$ cat src/design/gyro_bias_cal_cursor_mapper_assert.svh
// Assertion macros shared by the cursor mapper modules.
// Each macro expects a clock named clk and a reset named rst in scope.
`ifndef GYRO_BIAS_CAL_CURSOR_MAPPER_ASSERT_SVH
`define GYRO_BIAS_CAL_CURSOR_MAPPER_ASSERT_SVH

// same-cycle implication
`define GBCM_ASSERT_NOW(lbl, ante, cons) \
  lbl: assert property (@(posedge clk) disable iff (rst) (ante) |-> (cons)) \
    else $error("gbcm check failed");

// next-cycle implication
`define GBCM_ASSERT_NEXT(lbl, ante, cons) \
  lbl: assert property (@(posedge clk) disable iff (rst) (ante) |=> (cons)) \
    else $error("gbcm check failed");

`endif

$ cat src/design/gbcm_pkg.sv
// Types and constants of the gyro bias calibration cursor mapper.
// No dependencies; imported by every module of the block.
package gbcm_pkg;

  localparam logic [1:0] MODE_GYRO = 2'd1;
  localparam logic [1:0] MODE_TILT = 2'd2;

  localparam logic [2:0] REG_DISCARD_COUNT  = 3'd0;
  localparam logic [2:0] REG_GYRO_DEADZONE  = 3'd1;
  localparam logic [2:0] REG_GYRO_GAIN      = 3'd2;
  localparam logic [2:0] REG_GYRO_LIMIT     = 3'd3;
  localparam logic [2:0] REG_ACCEL_DEADZONE = 3'd4;
  localparam logic [2:0] REG_ACCEL_GAIN     = 3'd5;
  localparam logic [2:0] REG_ACCEL_LIMIT    = 3'd6;

  localparam int CFG_INDEX_W = 3;
  localparam int CFG_DATA_W  = 15;

  typedef enum logic [1:0] {
    PH_IDLE    = 2'd0,
    PH_DISCARD = 2'd1,
    PH_COLLECT = 2'd2,
    PH_READY   = 2'd3
  } cal_phase_t;

  typedef enum logic [1:0] {
    LK_ZERO = 2'd0,
    LK_GYRO = 2'd1,
    LK_TILT = 2'd2
  } lane_kind_t;

  typedef struct packed {
    logic [1:0]         op_mode;
    logic signed [15:0] gyro_x;
    logic signed [15:0] gyro_z;
    logic signed [15:0] accel_x;
    logic signed [15:0] accel_y;
  } in_item_t;

  typedef struct packed {
    logic signed [7:0] move_x;
    logic signed [7:0] move_y;
    logic              send_report;
    logic [1:0]        cal_phase_out;
  } out_item_t;

  typedef struct packed {
    lane_kind_t         kind;
    logic               neg;
    logic signed [15:0] raw;
  } lane_req_t;

  typedef struct packed {
    logic [11:0] gyro_deadzone;
    logic [9:0]  gyro_gain;
    logic [6:0]  gyro_limit;
    logic [14:0] accel_deadzone;
    logic [7:0]  accel_gain;
    logic [6:0]  accel_limit;
  } map_cfg_t;

endpackage

$ cat src/design/gbcm_cal.sv
// Calibration sequencer: phase, sample count, bias sums and constant divider.
// Depends on gbcm_pkg and the assertion macro header.
`include "gyro_bias_cal_cursor_mapper_assert.svh"

module gbcm_cal import gbcm_pkg::*; #(
  parameter int COLLECT_SAMPLES = 50
) (
  input  logic               clk,
  input  logic               rst,
  input  logic               take,
  input  logic [1:0]         mode,
  input  logic signed [15:0] gx,
  input  logic signed [15:0] gz,
  input  logic [7:0]         discard_count,
  output cal_phase_t         phase_after,
  output logic               map_ready,
  output logic signed [15:0] bias_pitch,
  output logic signed [15:0] bias_yaw
);

  localparam int CLOG_N = $clog2(COLLECT_SAMPLES);
  localparam int SUM_W  = 16 + CLOG_N;
  localparam int DIV_K  = SUM_W + CLOG_N;
  localparam int MUL_W  = SUM_W + 1;
  localparam int PROD_W = SUM_W + MUL_W;
  localparam logic [63:0] DIV_M =
    ((64'd1 << DIV_K) + 64'(COLLECT_SAMPLES) - 64'd1) / 64'(COLLECT_SAMPLES);
  localparam logic [MUL_W-1:0] DIV_MUL = DIV_M[MUL_W-1:0];
  localparam logic [7:0] COLLECT_LAST = 8'(COLLECT_SAMPLES);

  cal_phase_t phase, phase_next;
  logic [7:0] count, count_next, count_inc;
  logic signed [SUM_W-1:0] sum_pitch, sum_yaw, sum_pitch_next, sum_yaw_next;
  logic signed [SUM_W-1:0] div_pitch, div_yaw;
  logic done, div_go;

  function automatic logic signed [15:0] div_const(input logic signed [SUM_W-1:0] s);
    logic [SUM_W-1:0]  mag;
    logic [PROD_W-1:0] prod;
    logic [15:0]       q;
    mag  = s[SUM_W-1] ? SUM_W'(-s) : SUM_W'(s);
    prod = PROD_W'(mag) * PROD_W'(DIV_MUL);
    q    = prod[DIV_K+15:DIV_K];
    return s[SUM_W-1] ? -$signed(q) : $signed(q);
  endfunction

  assign count_inc = count + 8'd1;

  always_comb begin
    phase_next = phase;
    if (mode == MODE_GYRO) begin
      unique case (phase)
        PH_IDLE:    phase_next = PH_DISCARD;
        PH_DISCARD: if (count_inc >= discard_count) phase_next = PH_COLLECT;
        PH_COLLECT: if (count_inc >= COLLECT_LAST) phase_next = PH_READY;
        PH_READY:   phase_next = PH_READY;
        default:    phase_next = PH_IDLE;
      endcase
    end else begin
      phase_next = PH_IDLE;
    end
  end

  always_comb begin
    count_next     = count;
    sum_pitch_next = sum_pitch;
    sum_yaw_next   = sum_yaw;
    done           = 1'b0;
    if (mode == MODE_GYRO) begin
      unique case (phase)
        PH_IDLE: count_next = '0;
        PH_DISCARD: begin
          count_next = count_inc;
          if (count_inc >= discard_count) begin
            count_next     = '0;
            sum_pitch_next = '0;
            sum_yaw_next   = '0;
          end
        end
        PH_COLLECT: begin
          count_next     = count_inc;
          sum_pitch_next = sum_pitch + SUM_W'(gx);
          sum_yaw_next   = sum_yaw + SUM_W'(gz);
          done           = (count_inc >= COLLECT_LAST);
        end
        PH_READY: count_next = count;
        default:  count_next = '0;
      endcase
    end else begin
      count_next     = '0;
      sum_pitch_next = '0;
      sum_yaw_next   = '0;
    end
  end

  assign phase_after = phase_next;
  assign map_ready   = (mode == MODE_GYRO) && (phase == PH_READY);

  always_ff @(posedge clk) begin
    if (rst) begin
      phase     <= PH_IDLE;
      count     <= '0;
      sum_pitch <= '0;
      sum_yaw   <= '0;
      div_go    <= 1'b0;
    end else begin
      div_go <= take && done;
      if (take) begin
        phase     <= phase_next;
        count     <= count_next;
        sum_pitch <= sum_pitch_next;
        sum_yaw   <= sum_yaw_next;
      end
    end
  end

  always_ff @(posedge clk) begin
    if (take && done) begin
      div_pitch <= sum_pitch_next;
      div_yaw   <= sum_yaw_next;
    end
  end

  always_ff @(posedge clk) begin
    if (rst) begin
      bias_pitch <= '0;
      bias_yaw   <= '0;
    end else if (div_go) begin
      bias_pitch <= div_const(div_pitch);
      bias_yaw   <= div_const(div_yaw);
    end
  end

  `GBCM_ASSERT_NOW(a_div_in_ready, div_go, phase == PH_READY)
  `GBCM_ASSERT_NOW(a_collect_bound, phase == PH_COLLECT, count < COLLECT_LAST)
  `GBCM_ASSERT_NEXT(a_off_clears, take && (mode != MODE_GYRO), phase == PH_IDLE && count == 8'd0)

endmodule

$ cat src/design/gbcm_lane.sv
// One axis lane: bias correction, deadzone, gain and clamp over two stages.
// Depends on gbcm_pkg.
module gbcm_lane import gbcm_pkg::*; (
  input  logic               clk,
  input  logic               rst,
  input  logic               en,
  input  lane_req_t          req,
  input  logic signed [15:0] bias,
  input  map_cfg_t           cfg,
  output logic signed [7:0]  result
);

  logic signed [17:0] v;
  logic [17:0] absv;
  logic [15:0] mag, dz;
  logic pass;

  logic        pass1, tilt1, sign1;
  logic [15:0] mag1;
  logic [9:0]  gain;
  logic        pass2, tilt2, sign2;
  logic [25:0] prod2;
  logic [13:0] q, qc;
  logic [6:0]  lim;

  always_comb begin
    unique case (req.kind)
      LK_GYRO: v = {{2{bias[15]}}, bias} - {{2{req.raw[15]}}, req.raw};
      LK_TILT: v = req.neg ? -{{2{req.raw[15]}}, req.raw} : {{2{req.raw[15]}}, req.raw};
      default: v = '0;
    endcase
    absv = v[17] ? 18'(-v) : 18'(v);
    mag  = absv[15:0];
    dz   = (req.kind == LK_TILT) ? {1'b0, cfg.accel_deadzone} : {4'b0, cfg.gyro_deadzone};
    pass = (req.kind != LK_ZERO) && (mag >= dz);
  end

  always_ff @(posedge clk) begin
    if (rst) begin
      pass1 <= 1'b0;
      pass2 <= 1'b0;
    end else if (en) begin
      pass1 <= pass;
      pass2 <= pass1;
    end
  end

  assign gain = tilt1 ? {2'b0, cfg.accel_gain} : cfg.gyro_gain;

  always_ff @(posedge clk) begin
    if (en) begin
      tilt1 <= (req.kind == LK_TILT);
      sign1 <= v[17];
      mag1  <= mag;
      tilt2 <= tilt1;
      sign2 <= sign1;
      prod2 <= 26'(mag1) * 26'(gain);
    end
  end

  always_comb begin
    q   = tilt2 ? {2'b0, prod2[25:14]} : prod2[25:12];
    lim = tilt2 ? cfg.accel_limit : cfg.gyro_limit;
    qc  = (q > {7'b0, lim}) ? {7'b0, lim} : q;
    if (!pass2) begin
      result = '0;
    end else if (sign2) begin
      result = -$signed({1'b0, qc[6:0]});
    end else begin
      result = $signed({1'b0, qc[6:0]});
    end
  end

endmodule

$ cat src/design/gyro_bias_cal_cursor_mapper.sv
// Gyro bias calibration cursor mapper: one IMU sample in, one cursor beat out per cycle.
// A new sample is taken every cycle unless the output beat is held; each result
// passes in turn through the capture stage, the deadzone stage, the gain multiplier
// stage and the output register. The x and y axes run in two lanes side by side
// and merge into one output beat. Calibration bias is divided by a constant
// multiplier in the cycle after collection ends.
// Depends on gbcm_pkg, gbcm_cal, gbcm_lane and the assertion macro header.
`include "gyro_bias_cal_cursor_mapper_assert.svh"

module gyro_bias_cal_cursor_mapper import gbcm_pkg::*; #(
  parameter int COLLECT_SAMPLES = 50
) (
  input  logic                   clk,
  input  logic                   rst,
  input  logic                   in_valid,
  output logic                   in_ready,
  input  in_item_t               in_data,
  output logic                   out_valid,
  input  logic                   out_ready,
  output out_item_t              out_data,
  input  logic                   cfg_wen,
  input  logic [CFG_INDEX_W-1:0] cfg_index,
  input  logic [CFG_DATA_W-1:0]  cfg_data
);

  logic [7:0] discard_count;
  map_cfg_t   cfg;

  logic take, adv;
  logic v0, v1, v2;
  cal_phase_t phase_after, ph0, ph1, ph2;
  logic map_ready;
  logic signed [15:0] bias_pitch, bias_yaw;
  lane_req_t req_x, req_y, req_x0, req_y0;
  logic signed [7:0] res_x, res_y;

  always_ff @(posedge clk) begin
    if (rst) begin
      discard_count      <= 8'd10;
      cfg.gyro_deadzone  <= 12'd24;
      cfg.gyro_gain      <= 10'd102;
      cfg.gyro_limit     <= 7'd127;
      cfg.accel_deadzone <= 15'd154;
      cfg.accel_gain     <= 8'd48;
      cfg.accel_limit    <= 7'd15;
    end else if (cfg_wen) begin
      unique case (cfg_index)
        REG_DISCARD_COUNT:  discard_count      <= cfg_data[7:0];
        REG_GYRO_DEADZONE:  cfg.gyro_deadzone  <= cfg_data[11:0];
        REG_GYRO_GAIN:      cfg.gyro_gain      <= cfg_data[9:0];
        REG_GYRO_LIMIT:     cfg.gyro_limit     <= cfg_data[6:0];
        REG_ACCEL_DEADZONE: cfg.accel_deadzone <= cfg_data[14:0];
        REG_ACCEL_GAIN:     cfg.accel_gain     <= cfg_data[7:0];
        REG_ACCEL_LIMIT:    cfg.accel_limit    <= cfg_data[6:0];
        default: ;
      endcase
    end
  end

  assign adv      = !out_valid || out_ready;
  assign in_ready = adv;
  assign take     = in_valid && in_ready;

  gbcm_cal #(.COLLECT_SAMPLES(COLLECT_SAMPLES)) u_cal (
    .clk           (clk),
    .rst           (rst),
    .take          (take),
    .mode          (in_data.op_mode),
    .gx            (in_data.gyro_x),
    .gz            (in_data.gyro_z),
    .discard_count (discard_count),
    .phase_after   (phase_after),
    .map_ready     (map_ready),
    .bias_pitch    (bias_pitch),
    .bias_yaw      (bias_yaw)
  );

  always_comb begin
    req_x = '{kind: LK_ZERO, neg: 1'b0, raw: '0};
    req_y = '{kind: LK_ZERO, neg: 1'b0, raw: '0};
    if (map_ready) begin
      req_x = '{kind: LK_GYRO, neg: 1'b1, raw: in_data.gyro_z};
      req_y = '{kind: LK_GYRO, neg: 1'b1, raw: in_data.gyro_x};
    end else if (in_data.op_mode == MODE_TILT) begin
      req_x = '{kind: LK_TILT, neg: 1'b1, raw: in_data.accel_x};
      req_y = '{kind: LK_TILT, neg: 1'b0, raw: in_data.accel_y};
    end
  end

  always_ff @(posedge clk) begin
    if (rst) begin
      v0        <= 1'b0;
      v1        <= 1'b0;
      v2        <= 1'b0;
      out_valid <= 1'b0;
    end else if (adv) begin
      v0        <= take;
      v1        <= v0;
      v2        <= v1;
      out_valid <= v2;
    end
  end

  always_ff @(posedge clk) begin
    if (adv) begin
      req_x0 <= req_x;
      req_y0 <= req_y;
      ph0    <= phase_after;
      ph1    <= ph0;
      ph2    <= ph1;
      out_data.move_x        <= res_x;
      out_data.move_y        <= res_y;
      out_data.send_report   <= (res_x != 8'sd0) || (res_y != 8'sd0);
      out_data.cal_phase_out <= ph2;
    end
  end

  gbcm_lane u_lane_x (
    .clk    (clk),
    .rst    (rst),
    .en     (adv),
    .req    (req_x0),
    .bias   (bias_yaw),
    .cfg    (cfg),
    .result (res_x)
  );

  gbcm_lane u_lane_y (
    .clk    (clk),
    .rst    (rst),
    .en     (adv),
    .req    (req_y0),
    .bias   (bias_pitch),
    .cfg    (cfg),
    .result (res_y)
  );

  `GBCM_ASSERT_NOW(a_stall_only_on_hold, !in_ready, out_valid && !out_ready)
  `GBCM_ASSERT_NEXT(a_take_enters_pipe, take, v0)
  `GBCM_ASSERT_NOW(a_quiet_while_cal,
    out_valid && (out_data.cal_phase_out == PH_DISCARD ||
                  out_data.cal_phase_out == PH_COLLECT),
    !out_data.send_report)

endmodule

$ cat config.mk
export PLATFORM = sky130hd
export DESIGN_NAME = gyro_bias_cal_cursor_mapper
export DESIGN_NICKNAME = d
export VERILOG_FILES = /design/src/design/gbcm_pkg.sv /design/src/design/gbcm_cal.sv /design/src/design/gbcm_lane.sv /design/src/design/gyro_bias_cal_cursor_mapper.sv
export VERILOG_INCLUDE_DIRS = /design/src /design/src/design
export SDC_FILE = /design/constraint.sdc
export NUM_CORES = 2
export LEC_CHECK = 0
export CAP_MARGIN = 10
export CORE_MARGIN = 3
export CORE_UTILIZATION = 50
export CTS_CLUSTER_SIZE = 8
export DETAILED_ROUTE_END_ITERATION = 16
export DONT_BUFFER_PORTS = 1
export SYNTH_ARGS = -nofsm -noshare
export SYNTH_HDL_FRONTEND = slang
export SYNTH_SLANG_ARGS = --single-unit
$ cat constraint.sdc
create_clock -name clk -period 13.45 [get_ports clk]
set_input_delay 1.345 -clock clk [delete_from_list [all_inputs] [get_ports clk]]
set_output_delay 1.345 -clock clk [all_outputs]
set_load 0.05 [all_outputs]
==> key figures <==
Detailed routing
  – Vias per cell: 5.518
  – # DRC: 0
  – Post-route ant nets: 0
  – Final WL: 128.8 mm
  – Initial drt markers: 2366
  – DRT Pass-1 Iters: 5
  – WL per Instance: 19.75 um
  – Routed vias: 35990

Place
  – Pre-CTS WS: 3.176 ns
  – PortBufs: 0
  – Placer Congestion: 0.9388
  – Post-Place Cells: 6430
  – Post-DP HPWL: 104.9 mm

Final layout
  – Fraction of layout cells with a size suffix above 1: 3.255%
  – Area grow syn2layout: 5.687%
  – Non-filler instance count after layout: 6523
  – Nets: 6587

Yosys
  – EDFF count, synth: 170
  – Post-Synthesis Cells: 5288
  – Top_reg_cell synth: edfxtp_1
  – Syn_area_per_cell: 9.100 um^2
  – Synthesis Warnings: 0
  – Area leader, netlist: fa_1
  – Synth Area in Simple Gates: 13.43%
  – FF+latch count, synth: 332
  – XOR/XNOR share of the synthesized area: 4.493%
  – Sequential area share after synthesis: 17.35%
  – Synth Area in Adders: 42.31%
  – Mapped cell area: 0.04812 mm^2
  – Compound-Gate Fraction of Synth Area: 12.00%
  – Multiplexer share of the synthesized area: 1.448%
  – Synth cell count leaders: 965 x inv_1, 712 x ha_1, 571 x nand2_1, 570 x fa_1, 238 x nor2_1
  – Top-area cell type share of the netlist area: 23.71%
  – Most frequent cell after synthesis: inv_1
  – Async SR Flop Fraction: 0%
  – Largest cells by area after synthesis: fa_1 24%, ha_1 19%, edfxtp_1 11%, inv_1 7.5%, dfxtp_1 6.7%
  – Post-synth cell types: 90
  – Largest family of logic cells by synthesized area: adder cells
  – Synthesized Nets: 6659

Global routing
  – Largest net degree at the start of global routing: 123
  – GR Overflow Total: 0
  – Initial antenna violation count: 6
  – First-pass GRT wire length: 206.9 mm
  – Number of global-route vias before repair: 36880
  – Gr usage total: 26.47%

Clock network
  – # hold bufs at CTS: 0
  – TritonCTS buffer count: 49
  – Postcts setup bufs: 0
  – CTS tree: yes
  – Worst-Skew Late Latency: 0.62 ns
  – Clock transition at path regs: 0.05 ns
  – Clock sinks: 332
  – H-tree depth: 2
  – Clock buffer depth: 3
  – Post-cts resize count: 0
  – Clk root buf: clkbuf_16

Floorplanning
  – Die Area: 0.1000 mm^2
  – Die H: 316.2 um
  – Io pins: 110
  – Die W: 316.2 um
  – # rows: 113
  – Initial Utilization: 50.57%
  – Core area: 0.09515 mm^2

Setup path
  – Critical Path RT: 13.96 ns
  – WP data arrival: 10.84 ns
  – Slowest library cell on the worst path: edfxtp_1
  – WS Path Type: flip-flop to flip-flop
  – Crit start category: flip-flop
  – Crit path largest cell delay: 0.59 ns
  – CP Max Fanout: 10
  – CP Capture Type: flip-flop

STA
  – Worst Clk Skew: 0.05560 ns
  – Hold Violations, Final: 0
  – Final setup margin: 3.114 ns
  – Minimum clock period: 10.34 ns
  – Final slew viol count: 0
  – Worst slew margin: 27.50%
  – Unrepaired setup endpoints after global routing: false
  – Period utilization: 76.85%
  – Worst-Margin Slew: 1.082 ns
  – Max Clk Rate: 0.09675 GHz
  – Final setup viols: 0
  – Setup TNS: 0 ns

Power and ir drop
  – Max IR drop VDD: 0.00009212 V
  – Total Power: 0.002735 W
  – Power Dens Cells: 53.77 mW/mm^2
  – Leak: 24.48 nW

Outcome
  – Status: completed

Run
  – Max-cap violations: 0

Hold path
  – HP Class: flip-flop to flip-flop
[placed cells by master, fill, tap and decap left out, types with 13 or more instances in the layout]
cell / synthesis / layout
o21a_1: 38 / 38
nor4_1: 15 / 15
xor2_1: 67 / 67
a21oi_1: 236 / 236
or2_2: 18 / 18
a31oi_1: 24 / 24
o31ai_1: 40 / 39
or4_1: 18 / 18
mux2_2: 21 / 21
nand2_1: 571 / 571
fa_1: 570 / 570
and2_1: 138 / 138
a22oi_1: 28 / 28
ha_1: 712 / 711
nand4_1: 26 / 26
edfxtp_1: 170 / 170
dfxtp_1: 162 / 161
o41ai_1: 19 / 19
a211o_1: 14 / 14
inv_1: 965 / 965
clkbuf_1: 121 / 32
a211oi_1: 46 / 45
o21bai_1: 17 / 17
a21o_1: 60 / 60
nor2b_1: 58 / 55
nand3b_1: 13 / 13
a22o_1: 47 / 47
nor3_1: 66 / 64
o211ai_1: 21 / 21
nand2b_1: 33 / 32
clkbuf_16: 0 / 49
o21ai_0: 153 / 153
mux2i_1: 46 / 45
buf_4: 0 / 41
or3_1: 26 / 26
nor2_1: 238 / 238
xnor2_1: 178 / 178
and3_1: 28 / 28
nand3_1: 78 / 78
[cells by family after synthesis]
logic type | after synthesis
buffers and inverters | 1133
AND/OR/NAND/NOR | 1364
flip-flops | 332
multiplexers | 67
XOR/XNOR | 246
AO/OA/AOI/OAI | 860
adder cells (fa/ha/maj) | 1286
[state kept, by name (all words and copies together), names as in the netlist, 19 cells and up]
| name | cells |
|---|---|
| cfg | 59 |
| out_data | 19 |
| req_x0 | 19 |
| u_cal.div_pitch | 22 |
| u_cal.div_yaw | 22 |
| u_cal.sum_pitch | 22 |
| u_cal.sum_yaw | 22 |
[critical path: cells and delay by family (launching register included)]
family / cells / cell delay [ns]
and+or+nand+nor: 7 / 1.94
adders and majority gates: 9 / 3.93
DFF: 1 / 0.59
AOI/OAI and AO/OA: 9 / 2.24
buffers and inverters: 6 / 0.68
xor gates and xnor gates: 2 / 0.85
[layout make-up]
class	count	area, um^2
fill	8873	44300
multi-input combinational	3823	35500
sequential	332	8349
inverter	969	3642
tap	1265	1583
clock buffer	82	1360
timing repair buffer	41	307.8
clock inverter	6	101.3
antenna	5	12.51
[path summary, 6_finish.rpt]
kind                                  startpoint                 end  slack, ns  cells after the start
worst max-delay path            u_cal.div_yaw[0]  u_cal.bias_yaw[13]       3.11                     33
worst min-delay path                      ph1[1]              ph2[1]       0.42                      0
worst max register to register  u_cal.div_yaw[0]  u_cal.bias_yaw[13]       3.11                     33
worst min register to register            ph1[1]              ph2[1]       0.42                      0
[per-layer routing]
| layer | part of all wire (%) | vias up | track usage (%) |
|---|---|---|---|
| li1 | - | 17380 | - |
| met2 | 47 | 738 | 44.05 |
| met5 | 0.023 | - | 0 |
| met1 | 46 | 17710 | 36.90 |
| met4 | 3.1 | 4 | 7.414 |
| met3 | 4.1 | 157 | 2.634 |
[per-stage QoR]
step	hold WS [ns]	cell area (um^2)	util, %
floorplan	0.4003	48120	-
global placement	0.4018	49380	51.90
detailed placement	0.4045	49380	51.90
CTS	0.4184	50840	53.43
global route	0.4276	50850	53.44
finish	0.4167	50860	53.45
[power by group]
part	switching, W	internal [W]
Sequential	0.0000418	0.00109
Combinational	0.000265	0.000156
Clock	0.000490	0.000690
No activity file was read; power rests on OpenSTA's default activity.
